File: config.mk
export PLATFORM = sky130hd
export DESIGN_NAME = sfd_chan
export DESIGN_NICKNAME = d
export VERILOG_FILES = /design/src/rtl/sfd_pkg.sv /design/src/rtl/sfd_chan.sv
export SDC_FILE = /design/constraint.sdc
export NUM_CORES = 2
export LEC_CHECK = 0
export BUFFER_PORTS_ARGS = -buffer_cell sky130_fd_sc_hd__buf_4
export CORE_AREA = 10 10 223 383
export CTS_CLUSTER_DIAMETER = 200
export DETAILED_ROUTE_END_ITERATION = 12
export DIE_AREA = 0 0 233 393
export MAX_ROUTING_LAYER = met4
export PLACE_DENSITY = 0.9
export SLEW_MARGIN = 20
export SYNTH_ARGS = -nofsm -noshare
export SYNTH_HDL_FRONTEND = slang
export SYNTH_SLANG_ARGS = --single-unit
File: constraint.sdc
create_clock -name clk -period 10.8 [get_ports clk]
set_input_delay 2.16 -clock clk [delete_from_list [all_inputs] [get_ports clk]]
set_output_delay 2.16 -clock clk [all_outputs]
set_load 0.005 [all_outputs]
File: src/rtl/sfd_pkg.sv
// Shared types and constants for the stereo feedback delay.
// No dependencies; imported by sfd_cfg, sfd_chan and the top level.
`default_nettype none

package sfd_pkg;

    localparam int DELAY_DEPTH = 131072;
    localparam int ADDR_W      = $clog2(DELAY_DEPTH);

    localparam int SAMPLE_W = 24;
    localparam int GAIN_W   = 16;
    localparam int MIX_W    = 17;
    localparam int DELAY_W  = 17;
    localparam int CFG_W    = 17;
    localparam int CFG_IDX_W = 2;

    // register indexes on the config port
    localparam logic [CFG_IDX_W-1:0] CFG_DELAY    = 2'd0;
    localparam logic [CFG_IDX_W-1:0] CFG_FEEDBACK = 2'd1;
    localparam logic [CFG_IDX_W-1:0] CFG_MIX      = 2'd2;

    localparam logic [DELAY_W-1:0] DELAY_RESET = 17'd24000;
    localparam logic [GAIN_W-1:0]  FB_RESET    = 16'd22938;
    localparam logic [MIX_W-1:0]   MIX_RESET   = 17'd32768;
    localparam logic [MIX_W-1:0]   GAIN_ONE    = 17'd65536;

    // pipeline control handed to both channel datapaths
    typedef struct packed {
        logic accept;   // word taken this edge, memory read issued
        logic advance;  // whole pipeline moves this edge
        logic s1_fwd;   // stage 1 takes the forwarded write data
        logic s1_zero;  // stage 1 entry never written since reset
    } sfd_ctrl_t;

endpackage

`default_nettype wire

File: src/rtl/sfd_chan.sv
// One channel datapath: multiply stage, feedback/mix stage, output register.
// Depends on sfd_pkg; delay memory sits outside, in the top level.
`default_nettype none

module sfd_chan
    import sfd_pkg::*;
(
    input  wire logic                       clk,
    input  wire sfd_ctrl_t                  ctrl,
    input  wire logic signed [SAMPLE_W-1:0] dry_in,
    input  wire logic signed [SAMPLE_W-1:0] rd_data,
    input  wire logic        [GAIN_W-1:0]   feedback_gain,
    input  wire logic        [MIX_W-1:0]    wet_mix,
    output logic signed      [SAMPLE_W-1:0] wr_data,
    output logic signed      [SAMPLE_W-1:0] sample_out
);

    localparam int FBP_W = SAMPLE_W + GAIN_W + 1;
    localparam int MXP_W = SAMPLE_W + MIX_W + 1;

    logic signed [SAMPLE_W-1:0] dry_s1_reg;
    logic signed [SAMPLE_W-1:0] fwd_data_reg;
    logic signed [SAMPLE_W-1:0] dry_s2_reg;
    logic signed [FBP_W-1:0]    fbp_reg;
    logic signed [MXP_W-1:0]    wetp_reg;
    logic signed [MXP_W-1:0]    dryp_reg;
    logic signed [SAMPLE_W-1:0] out_reg;

    logic signed [SAMPLE_W-1:0] delayed;
    logic        [MIX_W:0]      inv_mix;
    logic signed [FBP_W-1:0]    fbp_next;
    logic signed [MXP_W-1:0]    wetp_next;
    logic signed [MXP_W-1:0]    dryp_next;
    logic signed [FBP_W-17:0]   fb_term;
    logic signed [SAMPLE_W+1:0] fb_sum;
    logic signed [MXP_W:0]      mix_sum;

    // stage 1: pick delayed sample, form the three products
    always_comb
    begin
        if (ctrl.s1_zero)
        begin
            delayed = '0;
        end
        else if (ctrl.s1_fwd)
        begin
            delayed = fwd_data_reg;
        end
        else
        begin
            delayed = rd_data;
        end
        inv_mix   = {1'b0, GAIN_ONE} - {1'b0, wet_mix};
        fbp_next  = delayed * $signed({1'b0, feedback_gain});
        wetp_next = delayed * $signed({1'b0, wet_mix});
        dryp_next = dry_s1_reg * $signed(inv_mix);
    end

    // stage 2: feedback sum with saturation, mix with floor shift
    always_comb
    begin
        fb_term = fbp_reg[FBP_W-1:16];
        fb_sum  = {{2{dry_s2_reg[SAMPLE_W-1]}}, dry_s2_reg}
                + {fb_term[FBP_W-17], fb_term};
        if ((fb_sum[SAMPLE_W+1:SAMPLE_W-1] == 3'b000)
            || (fb_sum[SAMPLE_W+1:SAMPLE_W-1] == 3'b111))
        begin
            wr_data = fb_sum[SAMPLE_W-1:0];
        end
        else if (fb_sum[SAMPLE_W+1])
        begin
            wr_data = {1'b1, {(SAMPLE_W-1){1'b0}}};
        end
        else
        begin
            wr_data = {1'b0, {(SAMPLE_W-1){1'b1}}};
        end
        // convex mix of two samples always fits, no clamp needed
        mix_sum = {dryp_reg[MXP_W-1], dryp_reg} + {wetp_reg[MXP_W-1], wetp_reg};
    end

    always_ff @(posedge clk)
    begin
        if (ctrl.accept)
        begin
            dry_s1_reg   <= dry_in;
            fwd_data_reg <= wr_data;
        end
        if (ctrl.advance)
        begin
            dry_s2_reg <= dry_s1_reg;
            fbp_reg    <= fbp_next;
            wetp_reg   <= wetp_next;
            dryp_reg   <= dryp_next;
            out_reg    <= mix_sum[SAMPLE_W+15:16];
        end
    end

    assign sample_out = out_reg;

endmodule

`default_nettype wire

==> results.md <==
Floorplan:
- The initial utilization of the core area, before any placement, comes to 0.654.
- 134 I/O pins were placed.
- The area enclosed by the die boundary is 91,600 sq um.
- The core region is 78,600 sq um.
- The horizontal extent of the die is 233 um.
- From bottom edge to top edge, the die measures 393 um.
- After floorplanning, the core was divided into 136 placement rows.

Critical path:
- The worst reg2reg path depth is 26.
- The data arrival time of the critical path is 10.22 ns.
- Among the stages of the critical path, the cell type that occurs most often is fa_1.
- The logic depth of the worst setup path including buffers is 30.
- The startpoint class of the critical path is a primary input.
- The critical path in this run is classified as primary input to flop.
- The library cell contributing the largest single delay on the critical path is fa_1.
- The worst stage delay on the critical path is 0.75 ns.
- The worst path buffer plus inverter count is 6.
- The maximum fanout along the worst path is 23.
- The critical path data required time is 11.08 ns.
- The kind of cell adding the most delay to the critical path is adder cells.
- The worst setup path is captured at a flop.

Synthesis:
- The count of unique library cells instantiated by Yosys is 80.
- When the netlist entered floorplanning its net count stood at 7,014.
- The most used flip-flop cell after synthesis is edfxtp_1.
- The number of synthesized register bits is 201.
- The number of warning messages in the yosys log is 0.
- Averaged over all synthesized cells, the footprint is 9.54 sq um.
- The adder and majority cell fraction of the synthesized area is 0.546.
- Of the total synthesized cell area, the portion taken by XOR and XNOR cells is 0.0288.
- Of the post-synthesis cell area, the part taken by muxes is 0.00489.
- After synthesis the cells add up to 51,400 sq um.
- The share of the Yosys chip area taken by registers is 0.117.
- The combinational family with the most area after synthesis is adder cells.
- The synthesized-area fraction occupied by ao, oa, aoi and oai cells is 0.0510.
- The post-synthesis cell count is 5,390.
- The number of flops mapped to enable cells by yosys is 201.
- The fraction of registers with async set or reset after synthesis is 0.
- The simple-gate area share of the yosys netlist is 0.139.

Flow run:
- Across the run, the number of max-cap violations was 0.

STA:
- The clock period minus final worst setup slack is 9.94 ns.
- For the final routed database, the setup TNS stands at 0 ns.
- The number of pins with negative max-slew slack in the final report is 0.
- The hold violation total from the final report is 0.
- Static timing analysis puts the maximum clock frequency at 101 MHz.
- The final clock skew is 0.0206 ns.
- Setup repair after global routing left no endpoint under its margin.
- Dividing the final minimum period by the clock period gives 0.920.
- The worst slew slack as a fraction of its limit is 0.234.
- The slew of the pin with the lowest slew margin is 1.15 ns.
- The count of endpoints failing setup in the final report is 0.

Global route:
- Entering global routing, the biggest net connects 81 pins.
- The total track usage is 0.349.
- The overall overflow remaining after global route is 0.
- The number of antenna violations at the first check in global routing is 7.
- The number of global-route vias before repair is 44.1k.
- The global-route wire length before repair is 235 mm.

Drt:
- The count of nets left with antenna violations after detail routing is 0.
- The post-detailed-route wirelength per cell is 22.9 um.
- For this run, design rule violations remaining after detail routing come to 0.
- The first-iteration detailed-routing DRC count is 2,908.
- Before antenna repair, the detailed router went through 6 iterations.
- The total wire length is 148 mm.
- The via count of the routed design is 38.7k.
- The detail-routed via count per cell is 5.99.

Clocking:
- The number of gates resized after CTS was 0.
- The clock tree from TritonCTS is yes.
- The number of levels in the clock H-tree is 1.
- The clock tree root buffer cell is clkbuf_16.
- The buffer count from post-CTS setup fixing is 0.
- The worst-skew pair later-pin latency is 0.55 ns.
- The number of clock buffers added by TritonCTS is 21.
- The maximum buffer depth of the clock tree is 3.
- Hold repair after CTS inserted 0 buffers.
- The clock net in this run drives a total of 201 sinks.
- The register clock-pin slew on the reported worst setup and hold paths is 0.07 ns.

Cells and area:
- The register area is 6040 sq um.
- After filler insertion, the fill cell instance count of the layout stands at 5,520.
- The share of cells above drive strength 1 is 0.0615.
- The layout net count is 7,023.
- Compared with the post-synthesis result, the final layout area differs by 5.64%.
- In the final layout, the multi-input gates occupy 39,700 sq um.

Placement:
- The global placer's final weighted congestion is 1.03.
- After legalization and detailed placement, the total HPWL measured 119 mm.
- The count of buffers inserted at the top-level ports is 133.

Outcome:
- The run finished with clean final reports.

Worst hold path:
- The hold path depth is 2.
- The class of the tightest hold or removal check is flop to flop.
[area by class of cell]
| class | count | share of cell area |
|---|---|---|
| antenna | 8 | 0.000368 |
| clock buffer | 22 | 0.00974 |
| timing repair buffer | 227 | 0.0314 |
| multi-input combinational | 3641 | 0.730 |
| inverter | 1307 | 0.0903 |
| sequential | 201 | 0.111 |
| tap | 1035 | 0.0238 |
| clock inverter | 14 | 0.00292 |
[path summary, 6_finish.rpt]
| path | from | endpoint | slack, ns |
|---|---|---|---|
| max | wet_mix[1] | dryp_reg[38] | 0.86 |
| min | wetp_reg[39] | sample_out[23] | 0.73 |
| max reg2reg | fwd_data_reg[3] | wetp_reg[37] | 2.87 |
| min reg2reg | wetp_reg[39] | sample_out[23] | 0.73 |
[cells in the final DEF, fill, tap and decap left out, types with 7 or more instances in the layout]
cell type	n
or2_2	10
nor2b_1	17
xnor2_1	125
and2_1	421
nand2_1	808
nor3_1	34
edfxtp_1	201
and3_1	20
o211ai_1	8
a31oi_1	7
mux2i_1	24
nor2_1	124
o21a_1	31
diode_2	8
xor2_1	38
fa_1	1176
nand4_1	12
nand3_1	21
nand2b_1	14
ha_1	362
o21ai_0	51
o21bai_1	18
nor2_2	24
a21o_1	68
clkbuf_16	21
a211oi_1	14
inv_1	1307
buf_4	226
or3_1	7
a21o_2	9
a21oi_1	101
[cells by family (layout without fill, tap and decap cells)]
logic type / count (synthesis) / in the layout
xor+xnor: 169 / 169
mux: 25 / 25
flops: 201 / 201
other cells: 0 / 8
buf+inv: 1548 / 1570
fa+ha+maj: 1538 / 1538
simple gates: 1528 / 1528
compound gates: 381 / 381
[tightest hold or removal path, stage by stage (launching register included)]
cell,delay [ns]
edfxtp_1,0.35
xnor2_1,0.08
xnor2_1,0.19
[through the flow]
step           worst slack, ns   util  hold WS [ns]  std cells  area (sq um)
2_1_floorplan             1.22      -         0.424       5390         51400
5_1_grt                  0.451  0.691         0.746       6454         54300
6_report                 0.863  0.691         0.728       6455         54300
4_1_cts                  0.968  0.691         0.715       6447         54300
3_3_place_gp             0.693  0.682         0.690       6411         53600
3_5_place_dp             0.514  0.682         0.700       6411         53600
[cell usage after synthesis (31+ instances only)]
cell,n,area [sq um]
o21a_1,31,233
nand2_1,808,3030
clkbuf_1,214,803
a21o_1,68,510
nor2_1,148,556
nor3_1,34,170
xor2_1,38,333
xnor2_1,131,1150
inv_1,1307,4910
a21oi_1,101,505
fa_1,1176,23500
ha_1,362,4530
and2_1,421,2630
edfxtp_1,201,6040
o21ai_0,51,255
[per-layer routing]
metal / wire length (um) / vias to the layer above / GRT usage / part of all wire
met1: 44100 / 19500 / 0.338 / 0.30
met3: 12300 / 962 / 0.0681 / 0.083
li1: - / 16000 / - / -
met5: 0 / - / - / 0
met4: 16300 / 0 / 0.307 / 0.11
met2: 75100 / 2223 / 0.588 / 0.51
Power is not shown: default switching activity piles up to over one toggle a cycle in this logic, so the estimate is an artifact.
