$ cat src/rtl/sfd_pkg.sv
// Shared types and constants for the stereo feedback delay.
// No dependencies; imported by sfd_cfg, sfd_chan and the top level.
`default_nettype none

package sfd_pkg;

    localparam int DELAY_DEPTH = 131072;
    localparam int ADDR_W      = $clog2(DELAY_DEPTH);

    localparam int SAMPLE_W = 24;
    localparam int GAIN_W   = 16;
    localparam int MIX_W    = 17;
    localparam int DELAY_W  = 17;
    localparam int CFG_W    = 17;
    localparam int CFG_IDX_W = 2;

    // register indexes on the config port
    localparam logic [CFG_IDX_W-1:0] CFG_DELAY    = 2'd0;
    localparam logic [CFG_IDX_W-1:0] CFG_FEEDBACK = 2'd1;
    localparam logic [CFG_IDX_W-1:0] CFG_MIX      = 2'd2;

    localparam logic [DELAY_W-1:0] DELAY_RESET = 17'd24000;
    localparam logic [GAIN_W-1:0]  FB_RESET    = 16'd22938;
    localparam logic [MIX_W-1:0]   MIX_RESET   = 17'd32768;
    localparam logic [MIX_W-1:0]   GAIN_ONE    = 17'd65536;

    // pipeline control handed to both channel datapaths
    typedef struct packed {
        logic accept;   // word taken this edge, memory read issued
        logic advance;  // whole pipeline moves this edge
        logic s1_fwd;   // stage 1 takes the forwarded write data
        logic s1_zero;  // stage 1 entry never written since reset
    } sfd_ctrl_t;

endpackage

`default_nettype wire

$ cat src/rtl/sfd_cfg.sv
// Configuration registers: delay length, feedback gain, wet mix.
// Depends on sfd_pkg. Mix is clamped to unity on the way out.
`default_nettype none

module sfd_cfg
    import sfd_pkg::*;
(
    input  wire logic                 clk,
    input  wire logic                 rst_n,
    input  wire logic                 cfg_we,
    input  wire logic [CFG_IDX_W-1:0] cfg_index,
    input  wire logic [CFG_W-1:0]     cfg_data,
    output logic      [DELAY_W-1:0]   delay_samples,
    output logic      [GAIN_W-1:0]    feedback_gain,
    output logic      [MIX_W-1:0]     wet_mix
);

    logic [DELAY_W-1:0] delay_reg;
    logic [GAIN_W-1:0]  fb_reg;
    logic [MIX_W-1:0]   mix_reg;

    always_ff @(posedge clk or negedge rst_n)
    begin
        if (!rst_n)
        begin
            delay_reg <= DELAY_RESET;
            fb_reg    <= FB_RESET;
            mix_reg   <= MIX_RESET;
        end
        else if (cfg_we)
        begin
            case (cfg_index)
                CFG_DELAY:    delay_reg <= cfg_data[DELAY_W-1:0];
                CFG_FEEDBACK: fb_reg    <= cfg_data[GAIN_W-1:0];
                CFG_MIX:      mix_reg   <= cfg_data[MIX_W-1:0];
                default:      ;
            endcase
        end
    end

    assign delay_samples = delay_reg;
    assign feedback_gain = fb_reg;
    assign wet_mix       = (mix_reg > GAIN_ONE) ? GAIN_ONE : mix_reg;

endmodule

`default_nettype wire

$ cat config.mk
export PLATFORM = sky130hd
export DESIGN_NAME = sfd_cfg
export DESIGN_NICKNAME = d
export VERILOG_FILES = /design/src/rtl/sfd_pkg.sv /design/src/rtl/sfd_cfg.sv
export SDC_FILE = /design/constraint.sdc
export NUM_CORES = 1
export LEC_CHECK = 0
export BUFFER_PORTS_ARGS = -buffer_cell sky130_fd_sc_hd__buf_4
export CAP_MARGIN = 10
export CORE_UTILIZATION = 49
export CTS_CLUSTER_DIAMETER = 30
export DETAILED_ROUTE_END_ITERATION = 10
export GPL_ROUTABILITY_DRIVEN = 1
export GPL_TIMING_DRIVEN = 0
export PLACE_DENSITY_LB_ADDON = 0.1
export SYNTH_ARGS = -nofsm -noshare
export SYNTH_HDL_FRONTEND = slang
export SYNTH_SLANG_ARGS = --single-unit
$ cat constraint.sdc
create_clock -name clk -period 2.3 [get_ports clk]
set_clock_uncertainty 0.2 [all_clocks]
set_input_delay 0.345 -clock clk [delete_from_list [all_inputs] [get_ports clk]]
set_output_delay 0.345 -clock clk [all_outputs]
set_load 0.05 [all_outputs]
==> results.ini, run 1 <==
[status]
run_status=finished with violations
violations=negative setup slack

[routing]
dr_total_vias=1360
postRouteAntennaNets=0
via_per_inst=5.191
wl_um=4475
wire_per_inst_um=17.08
dr.pass1.iters=4
drt_iter0_drc=37
drcViolationCount=0

[setup_path]
required_ps=1750
crit_family=simple AND/OR/NAND/NOR gates
critical_path_class=reg -> out
worstPathCellList=nor4_4 > a41oi_2 > and2b_1 > buf_6
crit_arrival_ps=1790
cp_slowest_stage_delay_ps=430
rr_startpoint=mix_reg[9]$_DFFE_PN0P_
path_max_fanout=5
critPathBufInv=1
start_kind=flip-flop
crit_path_start=mix_reg[0]$_DFFE_PN0P_
endpoint_kind=output port
crit_slowest_cell=dfrtp_1

[yosys]
synth_area_per_cell_sq_um=15.96
yosysTopAreaCell=dfrtp_1
synthTopCellsByArea=dfrtp_1 (41%), mux2_2 (27%), dfstp_2 (20%), nor2b_1 (2.7%), and2b_1 (2.6%)
synthesis.instances=129
ys.flop_type=dfrtp_1
async_flop_share_pct=100.0
netlist.area_leader.share_pct=41.34
netlist_area_sq_mm=0.002058
yosysWarnings=0
synth_commonest_cells=mux2_2 (50), dfrtp_1 (34), dfstp_2 (16), nor2b_1 (9), and2b_1 (7)
synth_nets=151
synth_edf_count=0
synth.most_common_cell=mux2_2
seq_area_frac_synth_pct=61.76
ys_ff_latch=50
ys_types=14

[die]
die_w_um=66.81
rows=23
die_area_sq_mm=0.004464
io-pin-count=72
die_y_um=66.81
core_sq_mm=0.004029
start_util_pct=51.09

[timing]
drv_slew=0
setup_viol=7
fin_crit_sh_pct=101.4
max_slew_margin_pct=59.50
finalHoldViolations=0
fin_crit_ps=2332
worst_slack_ps=-31.53
max_freq_mhz=428.9
max_slew.worst_pin.slew_ps=607.6
grt_setup_unrepaired=yes

[placed_design]
dp.cells=250
placed_area_sq_mm=0.002654
routabilityCongestion=0.7431
numPortBuffers=71
dp_hpwl_um=2994
place_ws_ps=69.24

[grt]
grt_pass1_vias=1340
grt-ovfl-total=0
grt_usage_pct=21.28
grt_max_degree=51
antenna_found_initial=0
grt_pass1_wl_um=6686

[clock_network]
htree_levels=2
clkTransAtPathRegs_ps=90
cts_root_buf=clkbuf_8
clk-insertion-delay-late_ps=290
clockBufferDepth=2
tritoncts=built
tritoncts.num_buffers=5
cts.sink_count=50

[layout]
final_core_util_pct=72.27
syn_to_final_growth_pct=41.46
layout-drive-gt1-share_pct=75.47
num_antenna_cells=0
design_area_sq_mm=0.002912
filler_cell_count=303
layout.nets=233
layoutNonFillerInstCount=262

[power_and_ir_drop]
max-vdd-ir-drop_mv=0.7133
power_density_mw_per_mm2=1056
p_leak_nw=1.320

[worst_hold_path]
hp-class=in -> reg
hp-start=cfg_data[10]

[flow_run]
maxCapViolCount=0

[repair_timing]
item	CTS	global route
setup buffers	1	1
gates resized for setup	16	5
cloned	1	0
setup endpoints to repair	10	10
pin swaps	3	3
hold buffers	1	0
endpoints found under the hold margin	34	0
[metrics by stage]
step | hold slack (ps) | setup TNS [ps] | power [mW]
global placement | 180.8 | 0 | 2.380
floorplan | -150.6 | 0 | 2.025
CTS | 82.59 | -9.931 | 3.078
finish | 88.83 | -85.29 | 3.076
global route | 85.42 | -1079 | 3.186
detailed placement | 196.1 | 0 | 2.410
[path summary, 6_finish.rpt]
| check | to | depth (start not counted) | slack (ps) |
|---|---|---|---|
| setup / recovery | wet_mix[15] | 4 | -30 |
| hold / removal | feedback_gain[10]$_DFFE_PN0P_ | 2 | 90 |
| setup reg to reg | mix_reg[9]$_DFFE_PN0P_ | 2 | 1140 |
| hold reg to reg | feedback_gain[10]$_DFFE_PN0P_ | 1 | 310 |
| max in group asynchronous | feedback_gain[6]$_DFFE_PN0P_ | 2 | 1090 |
| min in group asynchronous | delay_samples[15]$_DFFE_PN0P_ | 2 | 400 |
[routing by layer]
| metal | track usage (%) | up-vias | share of wire [%] |
|---|---|---|---|
| li1 | - | 620 | - |
| met3 | 5.651 | 6 | 5.5 |
| met4 | 7.713 | 0 | 0.96 |
| met1 | 25.79 | 683 | 42 |
| met2 | 36.11 | 51 | 51 |
| met5 | 0 | - | 0 |
[worst register-to-register path: stages (launching register included)]
cell     delay, ps
dfrtp_1        430
buf_4          160
mux2_2         250
[placed cells by master, fill, tap and decap left out]
| cell type | netlist | layout |
|---|---|---|
| a41oi_2 | 0 | 2 |
| and2b_1 | 7 | 7 |
| buf_4 | 1 | 64 |
| buf_6 | 1 | 11 |
| bufinv_16 | 0 | 1 |
| clkbuf_1 | 1 | 1 |
| clkbuf_8 | 1 | 6 |
| clkinv_2 | 0 | 2 |
| dfrtp_1 | 34 | 34 |
| dfstp_2 | 16 | 16 |
| dlygate4sd3_1 | 0 | 1 |
| inv_1 | 1 | 1 |
| mux2_2 | 50 | 50 |
| nand3b_2 | 2 | 2 |
| nor2b_1 | 9 | 8 |
| nor2b_2 | 0 | 1 |
| nor3b_4 | 1 | 1 |
| nor4_4 | 0 | 4 |
[final cells by class]
type / count / area [sq um] / share of cell area, %
Clock buffer: 5 / 68.82 / 2.364
Sequential cell: 50 / 1271 / 43.66
Timing Repair Buffer: 74 / 595.6 / 20.46
Clock inverter: 3 / 40.04 / 1.375
Multi-Input combinational cell: 75 / 833.3 / 28.62
Buffer: 4 / 36.28 / 1.246
Tap cell: 50 / 62.56 / 2.149
Inverter: 1 / 3.754 / 0.1289
[logic make-up after synthesis]
| group | synth area share, % |
|---|---|
| flops | 61.76 |
| compound gates | 0.4256 |
| simple gates | 8.510 |
| mux | 27.36 |
| buf+inv | 1.945 |
[power by group]
part           switching [mW]  leakage [nW]  internal, mW
combinational           0.811         0.692         0.453
sequential              0.137         0.570          1.08
clock                   0.271        0.0579         0.320
total                    1.22          1.32          1.86
No activity file was read; power rests on OpenSTA's default activity.
==> run 2, diff against run 1 <==
==> constraint.sdc (replaced) <==
create_clock -name clk -period 2.3 [get_ports clk]
set_clock_uncertainty 0.2 [all_clocks]
set_input_delay 0.46 -clock clk [delete_from_list [all_inputs] [get_ports clk]]
set_output_delay 0.46 -clock clk [all_outputs]
set_load 0.05 [all_outputs]
==> run 2 against run 1 <==
The run still ends with negative setup slack left; largest cell class unchanged; cell area did not move; sequential share of layout area unchanged; global-route usage is 0.11 points higher.
==> results.ini, run 2 (synthesis gave the netlist of run 1 again) <==
[timing]
drv_slew=0  ; unchanged
setup_viol=10  ; +3
max_slew_margin_pct=59.74  ; +0.25 points
fin_crit_sh_pct=106.7  ; +5.3 points
fin_crit_ps=2454  ; +122.9 ps
max_freq_mhz=407.4  ; -5.0%
worst_slack_ps=-154.5  ; -122.9 ps
grt_setup_unrepaired=yes
worst_hold_slack_ps=203.9  ; +115.1 ps
finalHoldViolations=0  ; unchanged
max_slew.worst_pin.slew_ps=603.9  ; -3.699 ps

[worst_hold_path]
hold_path_end=feedback_gain[10]$_DFFE_PN0P_
hp-class=in -> reg
hold_depth=2  ; unchanged
hp-start=cfg_data[10]

[power_and_ir_drop]
combPwrFrac_pct=41.1  ; about the same
max-vdd-ir-drop_mv=0.7127  ; about the same
p_sw_mw=1.218  ; about the same
switching_share_pct=39.61  ; about the same
p_int_mw=1.857  ; about the same
power.clock.fraction_pct=19.2  ; about the same
power_density_mw_per_mm2=1056  ; about the same
p_leak_nw=1.320  ; unchanged
power_mw=3.075  ; about the same
p_seq_share_pct=39.7  ; about the same

[routing]
wl_um=4470  ; -0.11%
postRouteAntennaNets=0  ; unchanged
wl_met1_um=1887  ; +0.16%
via_per_inst=5.233  ; +0.81%
routed-wl-met3_um=242  ; -0.82%
routed.top_layer=met4
dr_wl_met2_um=2301  ; about the same
wire_per_inst_um=17.06  ; -0.11%
dr.pass1.iters=4  ; unchanged
dr_total_vias=1371  ; +0.81%
drcViolationCount=0  ; unchanged
drt_iter0_drc=43  ; +16%

[clock_network]
cts_root_buf=clkbuf_8
tritoncts.num_buffers=5  ; unchanged
cts.sink_count=50  ; unchanged
tritoncts=built
clkTransAtPathRegs_ps=90  ; about the same
htree_levels=2  ; unchanged
clk-insertion-delay-late_ps=300  ; about the same
clockBufferDepth=2  ; unchanged

[grt]
antenna_found_initial=0  ; unchanged
grt-ovfl-total=0  ; unchanged
grt_pass1_wl_um=6734  ; +0.72%
grt_usage_pct=21.39  ; +0.11 points
grt_max_degree=51  ; unchanged
grt_pass1_vias=1352  ; +0.90%

[placed_design]
numPortBuffers=71  ; unchanged
routabilityCongestion=0.7431  ; unchanged
dp_hpwl_um=2994  ; unchanged
placed_area_sq_mm=0.002654  ; unchanged

[layout]
syn_to_final_growth_pct=41.46  ; unchanged
filler_cell_count=303  ; unchanged
multi_input_area_sq_um=833.3  ; unchanged
regArea_sq_mm=0.001271  ; unchanged
final_cell_mix=buf_4 (64), mux2_2 (50), dfrtp_1 (34)
layout.nets=233  ; unchanged
final_core_util_pct=72.27  ; unchanged
design_area_sq_mm=0.002912  ; unchanged
layout-drive-gt1-share_pct=75.47  ; unchanged
num_antenna_cells=0  ; unchanged
mostFrequentLayoutCell=buf_4

[flow_run]
maxCapViolCount=0  ; unchanged

[setup_path]
crit_path_start=mix_reg[0]$_DFFE_PN0P_
path_max_fanout=5  ; unchanged
rr_startpoint=mix_reg[9]$_DFFE_PN0P_
critical_path_class=reg -> out
endpoint_kind=output port
start_kind=flip-flop
required_ps=1640  ; -110 ps
r2r_cells=2  ; unchanged
crit_arrival_ps=1790  ; about the same
r2r_slack_ps=1150  ; about the same
timing.rr.end=mix_reg[9]$_DFFE_PN0P_

[status]
run_status=finished with violations
violations=negative setup slack

[die]
die_area_sq_mm=0.004464  ; unchanged
core_sq_mm=0.004029  ; unchanged
die_w_um=66.81  ; unchanged
rows=23  ; unchanged
io-pin-count=72  ; unchanged
die_y_um=66.81  ; unchanged
start_util_pct=51.09  ; unchanged

-- run 2: repair_timing --
action / CTS / global route
setup buffers: 1 / 1
gates cloned: 1 / 0
setup endpoints to repair: 10 / 10
pin swaps: 4 / 3
endpoints found under the hold margin: 34 / 0
resized for setup: 19 / 2
hold buffers: 1 / 0
-- run 2: layer usage --
layer / track usage, % / up-vias
li1: - / 621
met1: 25.90 / 697
met2: 36.36 / 49
met3: 5.651 / 4
met4: 7.713 / 0
met5: 0 / -
-- run 2: final cells by class --
cell class                 count  share of cell area, %
multi-input combinational     75                  28.62
buffer                         4                  1.246
clock inverter                 3                  1.375
sequential                    50                  43.66
inverter                       1                 0.1289
timing repair buffer          74                  20.46
tap                           50                  2.149
clock buffer                   5                  2.364
-- run 2: power groups by stage --
| stage | registers (mW) | clock network (mW) | logic [mW] |
|---|---|---|---|
| final | 1.22 | 0.590 | 1.26 |
| after global routing | 1.24 | 0.624 | 1.32 |
| after CTS | 1.22 | 0.607 | 1.26 |
| after detailed placement | 1.20 | 0 | 1.21 |
| after global placement | 1.19 | 0 | 1.19 |
| after floorplan | 1.59 | 0 | 0.439 |
-- run 2: worst max-delay path, stage by stage, from the launching register on --
cell and delay, ps:
dfrtp_1 430, nor4_4 390, a41oi_2 250, and2b_1 270
buf_6 150
-- run 2: per-stage QoR --
stage | worst slack, ps | instances | TNS [ps]
final | -154.5 | 262 | -1215
after global placement | -25.18 | 250 | -87.06
after CTS | -119.7 | 261 | -968.3
after detailed placement | -45.76 | 250 | -247.3
after global routing | -244.0 | 262 | -2217
after floorplan | -32.83 | 129 | -131.3
-- run 2: worst max path at each step --
stage | to | slack, ps | cells after the start
2_1_floorplan | wet_mix[11] | -30 | 3
4_1_cts | wet_mix[8] | -120 | 4
3_5_place_dp | wet_mix[8] | -50 | 4
3_3_place_gp | wet_mix[8] | -30 | 4
6_report | wet_mix[15] | -150 | 4
5_1_grt | wet_mix[13] | -240 | 4
==> run 3, diff against run 2 <==
==> constraint.sdc (replaced) <==
create_clock -name clk -period 2.3 [get_ports clk]
set_clock_uncertainty 0.2 [all_clocks]
set_input_delay 0.23 -clock clk [delete_from_list [all_inputs] [get_ports clk]]
set_output_delay 0.23 -clock clk [all_outputs]
set_load 0.05 [all_outputs]
==> run 3 against run 2 <==
The flow now finishes without violations; utilization rose by 3.4 points; non-clock buffer count rose by 16; register-to-register slack about the same; cell area rose by 4.7%; global-route usage decreased by 0.074 points; sequential power barely moved; via count is 4.1% higher; clock power grew 1%; clock-buffer cell count unchanged; first-iteration DRC count is 51% lower; largest cell class unchanged; largest power group unchanged.
==> results.ini, run 3 (synthesis gave the netlist of run 1 again) <==
[status]
run_status=finished, final reports clean

[layout]
layoutNonFillerInstCount=278  ; +6.1%
layout-drive-gt1-share_pct=69.30  ; -6.2 points
mostFrequentLayoutCell=buf_4
final_cell_mix=buf_4 (69), mux2_2 (50), dfrtp_1 (34)
final_core_util_pct=75.68  ; +3.4 points
design_area_sq_mm=0.003049  ; +4.7%
syn_to_final_growth_pct=48.15
num_antenna_cells=0  ; unchanged
layout.nets=249  ; +6.9%
filler_cell_count=285  ; -5.9%

[setup_path]
crit_arrival_ps=1800  ; about the same
r2r_cells=2  ; unchanged
cp_slowest_stage_delay_ps=430  ; about the same
critPathBufInv=1  ; unchanged
endpoint_kind=output port
start_kind=flip-flop
cp_num_cells=4  ; unchanged
required_ps=1870  ; +230 ps
path_max_fanout=5  ; unchanged
crit_slowest_cell=dfrtp_1
timing.rr.end=mix_reg[8]$_DFFE_PN0P_
crit_path_start=mix_reg[2]$_DFFE_PN0P_
worstSetupEndpoint=wet_mix[13]
rr_startpoint=mix_reg[8]$_DFFE_PN0P_
critical_path_class=reg -> out
crit_family=simple AND/OR/NAND/NOR gates
worstPathCellList=nor4_4 > a41oi_2 > and2b_1 > buf_4
r2r_slack_ps=1150  ; about the same

[routing]
postRouteAntennaNets=0  ; unchanged
wl_um=4539  ; +1.5%
dr.pass1.iters=4  ; unchanged
drt_iter0_drc=21  ; -51%
drcViolationCount=0  ; unchanged
wire_per_inst_um=16.33  ; -4.3%
dr_total_vias=1427  ; +4.1%
via_per_inst=5.133  ; -1.9%

[clock_network]
cts.sink_count=50  ; unchanged
clockBufferDepth=2  ; unchanged
cts_root_buf=clkbuf_8
htree_levels=2  ; unchanged
clkTransAtPathRegs_ps=90  ; about the same
clk-insertion-delay-late_ps=300  ; about the same
tritoncts.num_buffers=5  ; unchanged
tritoncts=built

[grt]
grt_max_degree=51  ; unchanged
grt_usage_pct=21.31  ; -0.074 points
grt_pass1_vias=1383  ; +2.3%
grt-ovfl-total=0  ; unchanged
antenna_found_initial=0  ; unchanged
grt_pass1_wl_um=6775  ; +0.61%

[placed_design]
numPortBuffers=71  ; unchanged
placed_area_sq_mm=0.002654  ; unchanged
dp.cells=250  ; unchanged
routabilityCongestion=0.7431  ; unchanged
dp_hpwl_um=2994  ; unchanged

[die]
start_util_pct=51.09  ; unchanged
io-pin-count=72  ; unchanged
die_y_um=66.81  ; unchanged
die_w_um=66.81  ; unchanged
rows=23  ; unchanged
core_sq_mm=0.004029  ; unchanged
die_area_sq_mm=0.004464  ; unchanged

[worst_hold_path]
hp-class=in -> reg

[power_and_ir_drop]
combPwrFrac_pct=41.1  ; about the same
p_int_mw=1.859  ; about the same
power.clock.fraction_pct=19.4  ; +0.2 points
p_leak_nw=1.379  ; +4.5%
p_seq_share_pct=39.5  ; -0.2 points
power_mw=3.080  ; +0.14%
max-vdd-ir-drop_mv=0.7233  ; +1.5%
switching_share_pct=39.65  ; +0.041 points
p_sw_mw=1.221  ; +0.25%
power_density_mw_per_mm2=1010  ; -4.4%

[timing]
grt_setup_unrepaired=yes
fin_crit_ps=2226  ; -228.7 ps
finalSetupTns_ps=0  ; +1215 ps
max_slew_margin_pct=58.84  ; -0.90 points
finalHoldViolations=0  ; unchanged
fin_crit_sh_pct=96.77  ; -9.9 points
max_slew.worst_pin.slew_ps=617.3  ; +13.49 ps
setup_viol=0  ; -10
drv_slew=0  ; unchanged
max_freq_mhz=449.3  ; +10%

[flow_run]
maxCapViolCount=0  ; unchanged

run 3: cell types whose count changed in the layout (fill, tap and decap cells not counted):
cell and change:
buf_4 +5, buf_6 -6, dlygate4sd3_1 +17, nor2b_1 +1, nor2b_2 -1
run 3: metrics by stage:
stage / setup slack (ps) / hold slack, ps
after detailed placement: 184.2 / 81.08
after CTS: 17.32 / 164.2
after floorplan: 197.2 / -265.6
after global routing: -27.91 / 180.8
after global placement: 204.8 / 65.84
final: 74.25 / 168.2
run 3: repair_timing:
| action | in CTS | in global routing |
|---|---|---|
| cloned | 1 | 0 |
| gates resized for setup | 6 | 8 |
| hold endpoints to repair | 84 | 0 |
| setup buffers | 0 | 1 |
| hold buffers | 18 | 0 |
| pin swaps | 1 | 5 |
| endpoints found under the setup margin | 10 | 10 |
run 3: worst reg2reg max path, stage by stage, from the launching register on:
cell and delay, ps:
dfrtp_1 420, buf_4 150, mux2_2 270
run 3: final cells by class:
type / instances / area, sq um / area share [%]
clock inverters: 3 / 40.04 / 1.313
flip-flops and latches: 50 / 1271 / 41.69
plain buffers: 4 / 36.28 / 1.190
clock buffers: 5 / 68.82 / 2.257
multi-input cells: 75 / 830.8 / 27.25
well taps: 50 / 62.56 / 2.052
repair buffers: 90 / 735.7 / 24.13
inverters: 1 / 3.754 / 0.1231
run 3: how the worst min path moves through the flow:
stage	startpoint	endpoint	slack, ps	cells after the start
finish	cfg_index[1]	delay_samples[2]$_DFFE_PN0P_	170	3
global route	cfg_index[1]	delay_samples[4]$_DFFE_PN0P_	180	3
CTS	cfg_index[1]	delay_samples[2]$_DFFE_PN0P_	160	3
detailed placement	rst_n	delay_samples[15]$_DFFE_PN0P_	80	1
global placement	rst_n	delay_samples[3]$_DFFE_PN0P_	70	1
floorplan	rst_n	delay_samples[0]$_DFFE_PN0P_	-270	0
run 3: per-layer routing:
| metal | vias to the layer above | GRT usage, % | part of all wire (%) |
|---|---|---|---|
| met4 | 0 | 6.383 | 0.55 |
| met1 | 733 | 26.01 | 42 |
| met5 | - | 0 | 0 |
| met2 | 40 | 36.87 | 53 |
| li1 | 652 | - | - |
| met3 | 2 | 5.308 | 4.7 |
run 3: power groups by stage:
stage | Sequential [mW] | Clock [mW] | Combinational [mW]
floorplan | 1.59 | 0 | 0.439
global placement | 1.19 | 0 | 1.19
detailed placement | 1.20 | 0 | 1.21
CTS | 1.20 | 0.607 | 1.25
global route | 1.24 | 0.624 | 1.32
finish | 1.22 | 0.597 | 1.27
